$ cat config.mk
export PLATFORM = sky130hd
export DESIGN_NAME = bb3_window
export DESIGN_NICKNAME = d
export VERILOG_FILES = /design/src/design/bb3_pkg.sv /design/src/design/bb3_window.sv
export SDC_FILE = /design/constraint.sdc
export NUM_CORES = 1
export LEC_CHECK = 0
export BUFFER_PORTS_ARGS = -buffer_cell sky130_fd_sc_hd__buf_2
export CAP_MARGIN = 5
export CORE_UTILIZATION = 24
export CTS_CLUSTER_DIAMETER = 50
export DETAILED_ROUTE_END_ITERATION = 12
export SYNTH_ARGS = -nofsm -noshare
export SYNTH_HDL_FRONTEND = slang
export SYNTH_SLANG_ARGS = --single-unit
$ cat constraint.sdc
create_clock -name aclk -period 23 [get_ports aclk]
set_input_delay 4.6 -clock aclk [delete_from_list [all_inputs] [get_ports aclk]]
set_output_delay 4.6 -clock aclk [all_outputs]
set_load 0.03 [all_outputs]
$ cat src/design/bb3_pkg.sv
// shared types and constants for the 3x3 rgb box blur
// used by every module of the block; no dependencies
package bb3_pkg;

    localparam int ROW_W  = 14;
    localparam int COL_W  = 12;
    localparam int CHAN_W = 8;
    localparam int PIX_W  = 3 * CHAN_W;
    localparam int SUM_W  = 12;
    localparam int WID_W  = 13;
    localparam int HGT_W  = 14;
    localparam int COL_LIMIT = 4096;

    localparam int CFG_IDX_W  = 2;
    localparam int CFG_DATA_W = 14;
    localparam logic [CFG_IDX_W-1:0] REG_IMAGE_WIDTH  = 2'd0;
    localparam logic [CFG_IDX_W-1:0] REG_IMAGE_HEIGHT = 2'd1;
    localparam logic [WID_W-1:0] WIDTH_RESET  = 13'd640;
    localparam logic [HGT_W-1:0] HEIGHT_RESET = 14'd480;

    // floor(s / 9) = (s * 3641) >> 15 for every s below 4096
    localparam logic [SUM_W-1:0] DIV9_MUL = 12'd3641;
    localparam int DIV9_SHIFT = 15;
    localparam int PROD_W = 2 * SUM_W;

    localparam int OUT_DATA_W = 56;

    typedef logic [PIX_W-1:0] pixel_t;
    typedef logic [SUM_W-1:0] sum_t;

    typedef struct packed {
        logic [ROW_W-1:0] row;
        logic [COL_W-1:0] col;
        logic             row_end;
        logic             last_row;
    } item_ctl_t;

    typedef struct packed {
        item_ctl_t ctl;
        sum_t      sum_b;
        sum_t      sum_g;
        sum_t      sum_r;
        pixel_t    centre;
        pixel_t    right;
        pixel_t    pix;
    } win_out_t;

    typedef struct packed {
        logic [ROW_W-1:0] row;
        logic [COL_W-1:0] col;
        pixel_t           pix;
        logic             frame_end;
    } result_t;

endpackage

$ cat src/design/bb3_window.sv
// 3x3 window registers and the per-channel nine-pixel sums
// holds the window stage and the sum stage; uses bb3_pkg
module bb3_window
    import bb3_pkg::*;
(
    input  logic      aclk,
    input  logic      aresetn,
    input  logic      in_valid,
    output logic      in_ready,
    input  item_ctl_t in_ctl,
    input  pixel_t    in_older,
    input  pixel_t    in_newer,
    input  pixel_t    in_pix,
    output logic      out_valid,
    input  logic      out_ready,
    output win_out_t  out_data
);

    pixel_t    win_reg [9];
    logic      s2_valid_reg;
    item_ctl_t s2_ctl_reg;
    pixel_t    s2_pix_reg;
    logic      s3_valid_reg;
    win_out_t  s3_data_reg;
    logic      ld3;
    logic      in_fire;
    logic      s2_fire;
    sum_t      sum_r;
    sum_t      sum_g;
    sum_t      sum_b;

    assign ld3      = !s3_valid_reg || out_ready;
    assign in_ready = !s2_valid_reg || ld3;
    assign in_fire  = in_valid && in_ready;
    assign s2_fire  = s2_valid_reg && ld3;

    always_comb begin
        sum_r = '0;
        sum_g = '0;
        sum_b = '0;
        for (int i = 0; i < 9; i++) begin
            sum_r = sum_r + SUM_W'(win_reg[i][CHAN_W-1:0]);
            sum_g = sum_g + SUM_W'(win_reg[i][2*CHAN_W-1:CHAN_W]);
            sum_b = sum_b + SUM_W'(win_reg[i][3*CHAN_W-1:2*CHAN_W]);
        end
    end

    always_ff @(posedge aclk) begin
        if (!aresetn) begin
            for (int i = 0; i < 9; i++) begin
                win_reg[i] <= '0;
            end
        end else if (in_fire) begin
            for (int i = 0; i < 3; i++) begin
                win_reg[i*3]   <= win_reg[i*3+1];
                win_reg[i*3+1] <= win_reg[i*3+2];
            end
            win_reg[2] <= in_older;
            win_reg[5] <= in_newer;
            win_reg[8] <= in_pix;
        end
    end

    always_ff @(posedge aclk) begin
        if (!aresetn) begin
            s2_valid_reg <= 1'b0;
            s3_valid_reg <= 1'b0;
        end else begin
            if (in_ready) begin
                s2_valid_reg <= in_valid;
            end
            if (ld3) begin
                s3_valid_reg <= s2_valid_reg;
            end
        end
    end

    always_ff @(posedge aclk) begin
        if (in_fire) begin
            s2_ctl_reg <= in_ctl;
            s2_pix_reg <= in_pix;
        end
        if (s2_fire) begin
            s3_data_reg.ctl    <= s2_ctl_reg;
            s3_data_reg.sum_r  <= sum_r;
            s3_data_reg.sum_g  <= sum_g;
            s3_data_reg.sum_b  <= sum_b;
            s3_data_reg.centre <= win_reg[4];
            s3_data_reg.right  <= win_reg[5];
            s3_data_reg.pix    <= s2_pix_reg;
        end
    end

    assign out_valid = s3_valid_reg;
    assign out_data  = s3_data_reg;

endmodule

==> metrics.md <==
| Metric | Value |
|---|---|
| EDFF count, synth | `404` |
| Initial DRC count | `553` |
| Syn. warnings | `0` |
| Avg WL per Cell | `15.34 µm` |
| Vias per cell | `3.934` |
| Post-CTS sizing | `0` |
| Clock Pin Slew Worst Setup and Hold Paths | `0.06 ns` |
| Final worst slack | `13.13 ns` |
| Slew Limit Fails | `0` |
| Number of buffers and inverters on the critical path | `2` |
| Min cycle time layout | `9.868 ns` |
| Mapped cell area | `19060 µm²` |
| CP max stage cell | `buf_2` |
| Number of flip-flops under the largest register name | `216` |
| Clock root cell | `clkbuf_16` |
| Crit path largest cell delay | `0.21 ns` |
| Commonest cells after routing, fill and taps aside | `404 x edfxtp_1, 245 x inv_1, 240 x buf_2` |
| DRC viols | `0` |
| Post-synth net total | `1526` |
| # fillers | `7724` |
| ANT nets after route | `0` |
| DIE AREA | `80530 µm²` |
| Crit end category | `primary output` |
| Post-DP HPWL | `26780 µm` |
| Max VDD drop | `0.00008109 V` |
| # Post-CTS Setup Buffers | `0` |
| Hold Buf Count CTS | `0` |
| CP Max Fanout | `4` |
| Commonest non-fill, non-tap cell in the layout | `edfxtp_1` |
| Die X | `283.8 µm` |
| H-tree levels | `2` |
| Clock insertion delay at the later pin of the skew report | `0.59 ns` |
| CTS Sinks | `406` |
| Worst hold path type | `flip-flop to flip-flop` |
| Maximum buffer depth of the clock tree | `3` |
| Area delta synth->final | `22.90%` |
| Worst-margin pin slew | `1.078 ns` |
| Crit-path most repeated cell | `buf_2` |
| Final core area utilization | `30.04%` |
| Outcome | `complete, no violations` |
| Async S/R FF share, synth | `0%` |
| Final #Nets | `1787` |
| Pre-antenna DRT Iters | `5` |
| Worst endpoint data arrival time | `5.27 ns` |
| P_leak | `10.38 nW` |
| Startpoint Class | `input pin` |
| Netlist cell types | `40` |
| Die Height | `283.8 µm` |
| RD Place Congestion | `0.7688` |
| CTS tree | `done` |
| Setup CP Type | `input pin to primary output` |
| Clk_skew | `0.01474 ns` |
| Synthesized flop and latch total | `406` |
| Cell family with most CP delay | `buffers and inverters` |
| Total Power | `2.755 mW` |
| Final worst-path cycle share | `42.91%` |
| Area of the multi-input gates | `5786 µm²` |
| GRT Total Usage | `9.876%` |
| Post-synth top flop | `edfxtp_1` |
| Largest net degree at the start of global routing | `102` |
| WHS | `0.4109 ns` |
| Fin. Hold Viols | `0` |
| Vias in the first global route | `10990` |
| GRT overflow | `0` |
| Num ports | `242` |
| Via count | `10110` |
| Post-synthesis sequential area ratio | `63.87%` |
| Core Region | `77980 µm²` |
| Worst-path cell chain | `buf_2 > nor2b_4 > nand2_1 > buf_2` |
| IO Port Bufs | `241` |
| Initial Util | `24.44%` |
| Number of CTS-inserted buffers | `57` |
| Register area | `12170 µm²` |
| Max Clk Rate | `101.3 MHz` |
| Average cell area after synthesis | `15.61 µm²` |
| Critical Path RT | `18.40 ns` |
| RSZ-0062 raised after global routing | `no` |
| # setup viols final | `0` |
| Share of cells above drive strength 1 | `23.30%` |
| Setup TNS | `0 ns` |
| Maxcap violations | `0` |
| Final WL | `39420 µm` |
| Max-slew headroom | `28.12%` |
| Rows | `102` |
| Initial antenna violation count | `8` |
| Pwr/cell area | `117.6 nW/µm²` |
| Syn Inst Count | `1221` |
| First-pass GRT wire length | `62620 µm` |
| Place WS | `13.11 ns` |
==> final timing paths <==
| kind | end | startpoint | cells after the start | slack [ns] |
|---|---|---|---|---|
| max | in_ready | out_ready | 4 | 13.13 |
| min reg2reg | out_data[3] | s2_pix_reg[3] | 0 | 0.41 |
| max reg2reg | out_data[106] | win_reg[0][114] | 12 | 18.45 |
| min | out_data[3] | s2_pix_reg[3] | 0 | 0.41 |
==> stage by stage <==
| stage | cell area (µm²) | cells |
|---|---|---|
| after global placement | 21460 | 2463 |
| final | 23420 | 2569 |
| after floorplan | 19060 | 1221 |
| after detailed placement | 21460 | 2463 |
| after global routing | 23420 | 2568 |
| after CTS | 23420 | 2568 |
==> routing by layer <==
layer | up-vias | global-route usage [%] | share of wire, %
met4 | 2 | 3.230 | 2.4
li1 | 4705 | - | -
met5 | - | 0 | 0.025
met2 | 227 | 16.05 | 48
met1 | 5103 | 13.11 | 45
met3 | 69 | 2.034 | 4.8
==> worst reg2reg max path, cell delays in order, from the launching register on <==
cell,delay [ns]
edfxtp_1,0.44
fa_1,0.52
fa_1,0.52
fa_1,0.49
inv_1,0.05
fa_1,0.47
inv_1,0.04
ha_1,0.24
fa_1,0.48
a21oi_1,0.26
o211ai_1,0.20
o41ai_1,0.39
xnor2_1,0.17
==> cells in the mapped netlist (2+ instances only) <==
cell	number	share of area, %
a21o_1	3	0.12
nand2_1	7	0.14
a31oi_1	2	0.066
clkbuf_2	10	0.26
buf_2	2	0.053
o21a_1	5	0.20
nor2b_1	4	0.13
nor3_1	2	0.053
xnor2_1	14	0.64
and3_1	216	7.1
dfxtp_1	2	0.21
ha_1	39	2.6
o21ai_0	8	0.21
inv_1	245	4.8
a211oi_1	3	0.12
edfxtp_1	404	64
fa_1	162	17
a21oi_1	9	0.24
o21bai_1	3	0.12
clkbuf_1	34	0.67
nand2b_1	2	0.066
nor2b_4	2	0.14
o211ai_1	3	0.12
xor2_1	4	0.18
buf_4	2	0.079
nand3_1	4	0.11
nor2_1	17	0.33
==> logic make-up (layout without fill, tap and decap cells) <==
family          Yosys count  after routing  synth area share [%]
simple gates            256            256                 8.128
buf+inv                 293            600                 5.889
compound gates           47             47                 1.707
fa+ha+maj               201            201                 19.58
flops                   406            406                 63.87
other cells               0              1                     0
xor+xnor                 18             18                0.8273
==> layout make-up <==
type | count | share of cell area [%]
sequential | 406 | 51.97
multi-input combinational | 522 | 24.70
clock buffer | 62 | 6.170
tap | 1040 | 5.556
timing repair buffer | 250 | 5.465
inverter | 245 | 3.926
clock inverter | 43 | 2.201
antenna | 1 | 0.01068
==> power breakdown <==
part / total, mW / switching, mW / internal (mW)
clock: 0.896 / 0.352 / 0.544
sequential: 0.965 / 0.0287 / 0.937
combinational: 0.893 / 0.538 / 0.355
total: 2.75 / 0.919 / 1.84
No activity file was read; power rests on OpenSTA's default activity.
