**config.mk**
```make
export PLATFORM = sky130hd
export DESIGN_NAME = bb3_emit
export DESIGN_NICKNAME = d
export VERILOG_FILES = /design/src/design/bb3_pkg.sv /design/src/design/bb3_emit.sv
export SDC_FILE = /design/constraint.sdc
export NUM_CORES = 1
export LEC_CHECK = 0
export ABC_CLOCK_PERIOD_IN_PS = 14400
export BUFFER_PORTS_ARGS = -buffer_cell sky130_fd_sc_hd__buf_2
export CORE_AREA = 2 2 163 165
export CTS_CLUSTER_SIZE = 20
export DETAILED_ROUTE_END_ITERATION = 10
export DIE_AREA = 0 0 165 167
export PLACE_DENSITY = 0.73
export SLEW_MARGIN = 30
export SYNTH_ARGS = -nofsm -noshare
export SYNTH_HDL_FRONTEND = slang
export SYNTH_SLANG_ARGS = --single-unit
```
**constraint.sdc**
```tcl
create_clock -name aclk -period 14.4 [get_ports aclk]
set_input_delay 0.72 -clock aclk [delete_from_list [all_inputs] [get_ports aclk]]
set_output_delay 0.72 -clock aclk [all_outputs]
set_load 0.05 [all_outputs]
```
**src/design/bb3_pkg.sv**
```systemverilog
// shared types and constants for the 3x3 rgb box blur
// used by every module of the block; no dependencies
package bb3_pkg;

    localparam int ROW_W  = 14;
    localparam int COL_W  = 12;
    localparam int CHAN_W = 8;
    localparam int PIX_W  = 3 * CHAN_W;
    localparam int SUM_W  = 12;
    localparam int WID_W  = 13;
    localparam int HGT_W  = 14;
    localparam int COL_LIMIT = 4096;

    localparam int CFG_IDX_W  = 2;
    localparam int CFG_DATA_W = 14;
    localparam logic [CFG_IDX_W-1:0] REG_IMAGE_WIDTH  = 2'd0;
    localparam logic [CFG_IDX_W-1:0] REG_IMAGE_HEIGHT = 2'd1;
    localparam logic [WID_W-1:0] WIDTH_RESET  = 13'd640;
    localparam logic [HGT_W-1:0] HEIGHT_RESET = 14'd480;

    // floor(s / 9) = (s * 3641) >> 15 for every s below 4096
    localparam logic [SUM_W-1:0] DIV9_MUL = 12'd3641;
    localparam int DIV9_SHIFT = 15;
    localparam int PROD_W = 2 * SUM_W;

    localparam int OUT_DATA_W = 56;

    typedef logic [PIX_W-1:0] pixel_t;
    typedef logic [SUM_W-1:0] sum_t;

    typedef struct packed {
        logic [ROW_W-1:0] row;
        logic [COL_W-1:0] col;
        logic             row_end;
        logic             last_row;
    } item_ctl_t;

    typedef struct packed {
        item_ctl_t ctl;
        sum_t      sum_b;
        sum_t      sum_g;
        sum_t      sum_r;
        pixel_t    centre;
        pixel_t    right;
        pixel_t    pix;
    } win_out_t;

    typedef struct packed {
        logic [ROW_W-1:0] row;
        logic [COL_W-1:0] col;
        pixel_t           pix;
        logic             frame_end;
    } result_t;

endpackage

```
**src/design/bb3_emit.sv**
```systemverilog
// divide by nine, build up to three results per pixel and send them one a cycle
// while the result stream is ready; ends in the output register of the result stream; uses bb3_pkg
module bb3_emit
    import bb3_pkg::*;
(
    input  logic                  aclk,
    input  logic                  aresetn,
    input  logic                  in_valid,
    output logic                  in_ready,
    input  win_out_t              in_data,
    output logic                  m_tvalid,
    input  logic                  m_tready,
    output logic [OUT_DATA_W-1:0] m_tdata,
    output logic                  m_tlast
);

    result_t    res_reg [3];
    logic [2:0] mask_reg;
    logic       m_valid_reg;
    result_t    m_res_reg;
    logic       out_load;
    logic       in_fire;
    logic [1:0] pick;
    logic [2:0] mask_left;
    logic [PROD_W-1:0] prod_r;
    logic [PROD_W-1:0] prod_g;
    logic [PROD_W-1:0] prod_b;
    pixel_t     blurred;
    pixel_t     first_pix;
    logic       first_ok;
    item_ctl_t  ctl;

    assign ctl = in_data.ctl;

    assign prod_r = PROD_W'(in_data.sum_r) * PROD_W'(DIV9_MUL);
    assign prod_g = PROD_W'(in_data.sum_g) * PROD_W'(DIV9_MUL);
    assign prod_b = PROD_W'(in_data.sum_b) * PROD_W'(DIV9_MUL);
    assign blurred = {prod_b[DIV9_SHIFT+CHAN_W-1:DIV9_SHIFT],
                      prod_g[DIV9_SHIFT+CHAN_W-1:DIV9_SHIFT],
                      prod_r[DIV9_SHIFT+CHAN_W-1:DIV9_SHIFT]};
    // interior only from the third row and third column on
    assign first_ok  = (ctl.row >= ROW_W'(2)) && (ctl.col >= COL_W'(2));
    assign first_pix = first_ok ? blurred : in_data.centre;

    always_comb begin
        if (mask_reg[0]) begin
            pick = 2'd0;
        end else if (mask_reg[1]) begin
            pick = 2'd1;
        end else begin
            pick = 2'd2;
        end
    end

    assign mask_left = mask_reg & ~(3'b001 << pick);
    assign out_load  = !m_valid_reg || m_tready;
    assign in_ready  = (mask_reg == 3'b000) || (out_load && (mask_left == 3'b000));
    assign in_fire   = in_valid && in_ready;

    always_ff @(posedge aclk) begin
        if (!aresetn) begin
            mask_reg    <= 3'b000;
            m_valid_reg <= 1'b0;
        end else begin
            if (in_fire) begin
                mask_reg[0] <= (ctl.row != '0) && (ctl.col != '0);
                mask_reg[1] <= (ctl.row != '0) && ctl.row_end;
                mask_reg[2] <= ctl.last_row;
            end else if (out_load && (mask_reg != 3'b000)) begin
                mask_reg <= mask_left;
            end
            if (out_load) begin
                m_valid_reg <= (mask_reg != 3'b000);
            end
        end
    end

    always_ff @(posedge aclk) begin
        if (in_fire) begin
            res_reg[0].row       <= ctl.row - ROW_W'(1);
            res_reg[0].col       <= ctl.col - COL_W'(1);
            res_reg[0].pix       <= first_pix;
            res_reg[0].frame_end <= 1'b0;
            res_reg[1].row       <= ctl.row - ROW_W'(1);
            res_reg[1].col       <= ctl.col;
            res_reg[1].pix       <= in_data.right;
            res_reg[1].frame_end <= 1'b0;
            res_reg[2].row       <= ctl.row;
            res_reg[2].col       <= ctl.col;
            res_reg[2].pix       <= in_data.pix;
            res_reg[2].frame_end <= ctl.row_end;
        end
        if (out_load && (mask_reg != 3'b000)) begin
            m_res_reg <= res_reg[pick];
        end
    end

    assign m_tvalid = m_valid_reg;
    assign m_tdata  = {6'b0, m_res_reg.pix, m_res_reg.col, m_res_reg.row};
    assign m_tlast  = m_res_reg.frame_end;

endmodule

```
==> summary.md, run 1 <==
| Metric | Value |
|---|---|
| Vias in the first global route | `8792` |
| Yosys Warn Count | `0` |
| Tightest Pin Transition | `0.879 ns` |
| Cell Count, Final, Fillers Out | `1630` |
| DP Area | `0.0145 mm²` |
| Final setup TNS | `0 ns` |
| First-pass detailed-route iteration total | `5` |
| Largest net degree at the start of global routing | `70` |
| Fmax | `194 MHz` |
| CP Cell Sequence | `buf_2 > fa_1 > ha_1 > inv_1 > fa_1 > inv_1 > fa_1 > inv_1 > fa_1 > inv_1 > ha_1 > nor2_1 > o21ai_0 > o221ai_1 > o21bai_1 > a31oi_1 > o21ai_0 > a221o_1` |
| Largest register FFs | `125` |
| DP Worst Slack | `8.88 ns` |
| Clock-pin transition on the worst setup and hold timing paths | `0.07 ns` |
| RSZ-0062 raised after global routing | `no` |
| Clock root buffer | `clkbuf_16` |
| First-pass GRT wire length | `43700 µm` |
| WL/cell | `16.7 µm` |
| Final Hold Viols | `0` |
| Post-route cell area | `0.0151 mm²` |
| IO Count | `199` |
| Pwr Density | `171 mW/mm²` |
| Worst R2R End | `mask_reg[1]` |
| Post-synth EDFFs | `176` |
| Synth area leader | `edfxtp_1` |
| NumNets Final | `1713` |
| WP data arrival | `5.33 ns` |
| R2R depth | `8` |
| Critical-path top delay cell | `fa_1` |
| # hold bufs at CTS | `0` |
| TritonCTS Buffers | `17` |
| Register share of total power | `28.8%` |
| Hold Path Depth | `1` |
| Hold Crit Start | `in_data[36]` |
| Reg2reg start | `m_tvalid` |
| ANT nets after route | `0` |
| Post-cts resize count | `0` |
| Net Sw Frac | `40.5%` |
| Synthesis-to-finish area growth | `14.4%` |
| Worst-Skew Late Latency | `0.42 ns` |
| Die Area | `0.0276 mm²` |
| WS Path Type | `input pin to register` |
| Main synth FF type | `edfxtp_1` |
| Sw power | `1.05 mW` |
| Post-layout util | `58.7%` |
| Period utilisation layout | `35.8%` |
| Sequential fraction of the synthesis area | `40.6%` |
| Core outline area | `0.0258 mm²` |
| Max incr delay on CP | `0.53 ns` |
| CTS tree | `yes` |
| RD Place Congestion | `0.862` |
| FP Rows | `59` |
| Mapped Avg Cell Area | `12.2 µm²` |
| Clock power share | `17.4%` |
| Combinational share of power | `53.7%` |
| Placed Cells | `1598` |
| Worst Setup End Kind | `register` |
| Synthesized instance count | `1084` |
| Synth top area share | `40.0%` |
| CP required | `14.58 ns` |
| Worst hold path class | `input pin to register` |
| Cell with the most instances after synthesis | `ha_1` |
| Post-Route WL | `27200 µm` |
| WL met3 | `1590 µm` |
| Setup ws final | `9.25 ns` |
| GR Util All Layers | `20.1%` |
| Unique masters post-synth | `65` |
| Cell Int Power | `1.54 mW` |
| Setup violators final | `0` |
| Peak supply drop | `0.126 mV` |
| Dpl hpwl | `21900 µm` |
| Port bufs | `192` |
| Fraction of final layout cells sized beyond drive strength 1 | `20.6%` |
| CP max FO | `4` |
| Post-CTS setup buffers | `0` |
| Netlist Area Pre-Place | `0.0132 mm²` |
| FF+latch count, synth | `180` |
| Die height | `167 µm` |
| DR vias/cell | `5.22` |
| H-tree levels | `4` |
| Post-synth ARST share | `0%` |
| 1st-iter DRT viols | `492` |
| Max-Cap Viols | `0` |
| Power Total | `2.59 mW` |
| Final min period | `5.15 ns` |
| Skew final | `0.0107 ns` |
| Initial antenna violation count | `1` |
| Largest cells by area after synthesis | `edfxtp_1, ha_1, fa_1` |
| Fillers | `2095` |
| Hold EP | `res_reg[1][13]` |
| # DRC | `0` |
| Bufs on Longest Clock Path | `2` |
| GRT overflow | `0` |
| Width of the die | `165 µm` |
| Max layer used | `met4` |
| Initial Util | `51.3%` |
| Final Max Tran Viols | `0` |
| Top post-synthesis cells by count | `ha_1, edfxtp_1, inv_1` |
| Leakage power | `7.09 nW` |
| Vias | `8505` |
| Worst hold slack | `0.470 ns` |
| CTS sink cnt | `180` |
| R2R Setup Slk | `10.98 ns` |
| Metal1 wirelength | `12200 µm` |
| Worst slew margin | `41.3%` |
| DR WL met2 | `13000 µm` |
| Status | `finished, final reports clean` |
| Worst Setup Start Kind | `input pin` |
==> layout by cell type (no fill, tap or decap), drive strengths merged, types with 5 or more instances in the layout <==
master	n
inv	173
nor4	11
a21oi	27
nand4	10
and3	6
ha	204
o21ai	57
mux2	26
fa	87
xor2	32
buf	198
nor2	25
nand2	69
clkbuf	17
nand3	10
a21o	24
a31oi	7
o31ai	5
edfxtp	176
mux2i	26
nor2b	5
conb	6
nor3	11
xnor2	21
==> kinds of logic (layout without fill, tap and decap cells) <==
group	Yosys count	after routing	share of synthesized area (%)
adder cells (fa/ha/maj)	292	292	32.6
buffers and inverters	192	396	5.75
flip-flops	180	180	40.6
AND/OR/NAND/NOR	163	163	6.05
AO/OA/AOI/OAI	151	151	7.24
XOR/XNOR	53	53	3.52
multiplexers	52	52	4.19
other	1	8	0.0284
==> layout make-up <==
class	count	area [µm²]	area share [%]
diodes	2	5.00	0.0331
clock buffers	17	425	2.82
clock inverters	13	148	0.977
inverters	168	631	4.17
multi-input cells	717	7110	47.0
flip-flops and latches	180	5370	35.5
well taps	335	419	2.77
repair buffers	198	1010	6.66
==> power groups by stage <==
stage               Combinational (mW)  Sequential (mW)  Clock (mW)
floorplan                        0.960            0.853           0
CTS                               1.41            0.747       0.457
finish                            1.39            0.746       0.450
global placement                  1.36            0.754           0
global route                      1.60            0.755       0.476
detailed placement                1.39            0.758           0
==> worst max-delay path: cells and delay by family <==
family / cells / cell delay, ns
AO/OA/AOI/OAI: 6 / 1.54
adder cells (fa/ha/maj): 6 / 2.56
buffers and inverters: 5 / 0.36
AND/OR/NAND/NOR: 1 / 0.13
==> worst max path at each step <==
stage | to | cells after the start | startpoint | slack [ns]
after global placement | res_reg[0][8] | 18 | in_data[79] | 9.03
after global routing | res_reg[0][8] | 18 | in_data[81] | 8.94
final | res_reg[0][8] | 18 | in_data[79] | 9.25
after CTS | res_reg[0][8] | 18 | in_data[81] | 9.28
after floorplan | mask_reg[1] | 8 | m_tready | 8.71
after detailed placement | res_reg[0][8] | 18 | in_data[81] | 8.88
==> per-layer routing <==
metal | vias to the layer above | track usage, %
met5 | - | 0
met2 | 234 | 33.4
li1 | 4196 | -
met3 | 31 | 3.46
met1 | 4044 | 27.6
met4 | 0 | 4.08
No activity file was read; power rests on OpenSTA's default activity.
==> inputs of run 2 (changes only) <==
Settings changed: ABC_CLOCK_PERIOD_IN_PS 14400 to 5000.
Clock period 14.4 ns to 5 ns, I/O delays scaled along.
==> run 2 against run 1 <==
Against the previous run:
- critical path depth did not move
- combinational power rose to 2.9 times the previous value
- clock skew barely moved
- critical path type unchanged
- largest power group unchanged
==> summary.md, run 2 (synthesis results as in run 1) <==
| Metric | Value |
|---|---|
| IO Count | `199 (unchanged)` |
| Port bufs | `192 (unchanged)` |
| Vias in the first global route | `8935 (+1.6%)` |
| Synthesis-to-finish area growth | `17.8%` |
| Die Area | `0.0276 mm² (unchanged)` |
| CTS sink cnt | `180 (unchanged)` |
| ANT nets after route | `0 (unchanged)` |
| WS Path Type | `input pin to register` |
| R2R Setup Slk | `2.22 ns (-8.76 ns)` |
| Cell Int Power | `4.56 mW (+200%)` |
| GRT overflow | `0 (unchanged)` |
| Max-Cap Viols | `0 (unchanged)` |
| # DRC | `0 (unchanged)` |
| DP Worst Slack | `-0.0486 ns (-8.93 ns)` |
| Max incr delay on CP | `0.54 ns (about the same)` |
| Worst Setup End Kind | `register` |
| R2R depth | `5 (-3)` |
| Hold Crit Start | `in_data[9]` |
| Width of the die | `165 µm (unchanged)` |
| Final Max Tran Viols | `0 (unchanged)` |
| Vias | `8634 (+1.5%)` |
| Final setup TNS | `0 ns (unchanged)` |
| CP max FO | `4 (unchanged)` |
| Post-Route WL | `27300 µm (+0.35%)` |
| WL/cell | `16.3 µm (-2.1%)` |
| Hold EP | `res_reg[2][10]` |
| Final Hold Viols | `0 (unchanged)` |
| Final min period | `4.62 ns` |
| DR vias/cell | `5.17 (-0.97%)` |
| Core outline area | `0.0258 mm² (unchanged)` |
| Cell Count, Final, Fillers Out | `1671 (+2.5%)` |
| Largest register FFs | `125 (unchanged)` |
| FP Rows | `59 (unchanged)` |
| Fraction of final layout cells sized beyond drive strength 1 | `20.2% (-0.41 points)` |
| Leakage power | `7.28 nW (+2.7%)` |
| Worst-Skew Late Latency | `0.42 ns (about the same)` |
| 1st-iter DRT viols | `597 (+21%)` |
| Initial Util | `51.3% (unchanged)` |
| CP Cell Sequence | `buf_2 > fa_1 > ha_1 > inv_1 > fa_1 > inv_1 > fa_1 > inv_1 > fa_1 > inv_1 > ha_1 > nor2_1 > o21ai_0 > o221ai_1 > o21bai_1 > a31oi_1 > o21ai_0 > a221o_1` |
| Critical-path top delay cell | `fa_1` |
| Setup violators final | `0 (unchanged)` |
| Combinational share of power | `53.0% (-0.7 points)` |
| First-pass detailed-route iteration total | `5 (unchanged)` |
| Pwr Density | `488 mW/mm² (+180%)` |
| Power Total | `7.59 mW (+190%)` |
| Clock-pin transition on the worst setup and hold timing paths | `0.06 ns (about the same)` |
| Die height | `167 µm (unchanged)` |
| CP required | `5.16 ns (-9.42 ns)` |
| TritonCTS Buffers | `17 (unchanged)` |
| Commonest cells after routing, fill and taps aside | `ha_1, buf_2, edfxtp_1` |
| Period utilisation layout | `92.3%` |
| Tightest Pin Transition | `0.891 ns (+0.0116 ns)` |
| Worst slew margin | `40.6% (-0.66 points)` |
| GR Util All Layers | `20.1% (+0.063 points)` |
| Reg2reg start | `m_tvalid` |
| WP data arrival | `4.78 ns (-0.55 ns)` |
| Register share of total power | `28.4% (-0.4 points)` |
| Worst Setup Start Kind | `input pin` |
| Bufs on Longest Clock Path | `2 (unchanged)` |
| Commonest non-fill, non-tap cell in the layout | `ha_1` |
| Peak supply drop | `0.323 mV (+160%)` |
| CTS tree | `yes` |
| RD Place Congestion | `0.898 (+4.2%)` |
| H-tree levels | `4 (unchanged)` |
| Hold Path Depth | `1 (unchanged)` |
| Crit path launch | `in_data[79]` |
| Worst hold path class | `input pin to register` |
| NumNets Final | `1753 (+2.3%)` |
| Status | `finished, final reports clean` |
| Sw power | `3.03 mW (+190%)` |
| Fmax | `217 MHz` |
| Net Sw Frac | `39.9% (-0.61 points)` |
| RSZ-0062 raised after global routing | `no` |
| First-pass GRT wire length | `44000 µm (+0.68%)` |
| Setup ws final | `0.385 ns (-8.86 ns)` |
| Placed Cells | `1600 (+0.13%)` |
| Clock power share | `18.5% (+1.1 points)` |
| Skew final | `0.0111 ns (+0.000437 ns)` |
| Worst R2R End | `res_reg[2][5]` |
| Initial antenna violation count | `2 (+1)` |
| Dpl hpwl | `21900 µm (-0.12%)` |
| Clock root buffer | `clkbuf_16` |
| Largest net degree at the start of global routing | `68 (-2.9%)` |
## run 2: cell types whose count changed in the layout (fill, tap and decap cells not counted), sizes merged
| cell | before | now |
|---|---|---|
| buf | 198 | 200 |
| bufinv | 2 | 4 |
| dlygate4sd3 | 0 | 38 |
| inv | 173 | 172 |
## run 2: cell type report
type	count	area (µm²)
clock inverters	14	200
flip-flops and latches	180	5370
multi-input cells	717	7110
clock buffers	17	425
well taps	335	419
fillers	2073	10200
diodes	2	5.00
repair buffers	238	1400
inverters	168	631
## run 2: metal layers
metal,vias up,part of all wire (%),track usage (%)
li1,4281,-,-
met1,4115,45,27.2
met2,214,48,33.9
met3,22,5.6,3.46
met4,2,1.1,4.46
met5,-,0.048,0
## run 2: how the worst max path moves through the flow
stage,slack [ns],endpoint
finish,0.38,res_reg[0][8]
floorplan,0.50,res_reg[0][11]
global placement,0.18,res_reg[0][8]
detailed placement,-0.05,res_reg[0][8]
CTS,0.40,res_reg[0][8]
global route,0.12,res_reg[0][8]
## run 2: per-stage QoR
| stage | util [%] | cell area [µm²] | hold WS [ns] |
|---|---|---|---|
| floorplan | - | 13200 | 0.349 |
| global placement | 56.5 | 14500 | 0.427 |
| detailed placement | 56.5 | 14500 | 0.428 |
| CTS | 60.3 | 15500 | 0.000254 |
| global route | 60.4 | 15600 | 0.00111 |
| finish | 60.4 | 15600 | 0.0147 |
## run 2: critical path: cells and delay by family
kind / cells / cell delay [ns]
AND/OR/NAND/NOR: 1 / 0.13
buffers and inverters: 5 / 0.35
AO/OA/AOI/OAI: 6 / 1.46
adder cells (fa/ha/maj): 6 / 2.56
## run 2: what timing repair did
action | in CTS | in global routing
hold buffers | 36 | 2
hold endpoints to repair | 36 | 2
gates resized for setup | 0 | 0
setup buffers | 0 | 0
## run 2: power groups by stage
| stage | Clock (mW) | Combinational [mW] | Sequential (mW) |
|---|---|---|---|
| floorplan | 0 | 2.77 | 2.45 |
| global placement | 0 | 3.92 | 2.18 |
| detailed placement | 0 | 3.98 | 2.19 |
| CTS | 1.42 | 4.05 | 2.16 |
| global route | 1.48 | 4.61 | 2.18 |
| finish | 1.41 | 4.02 | 2.16 |
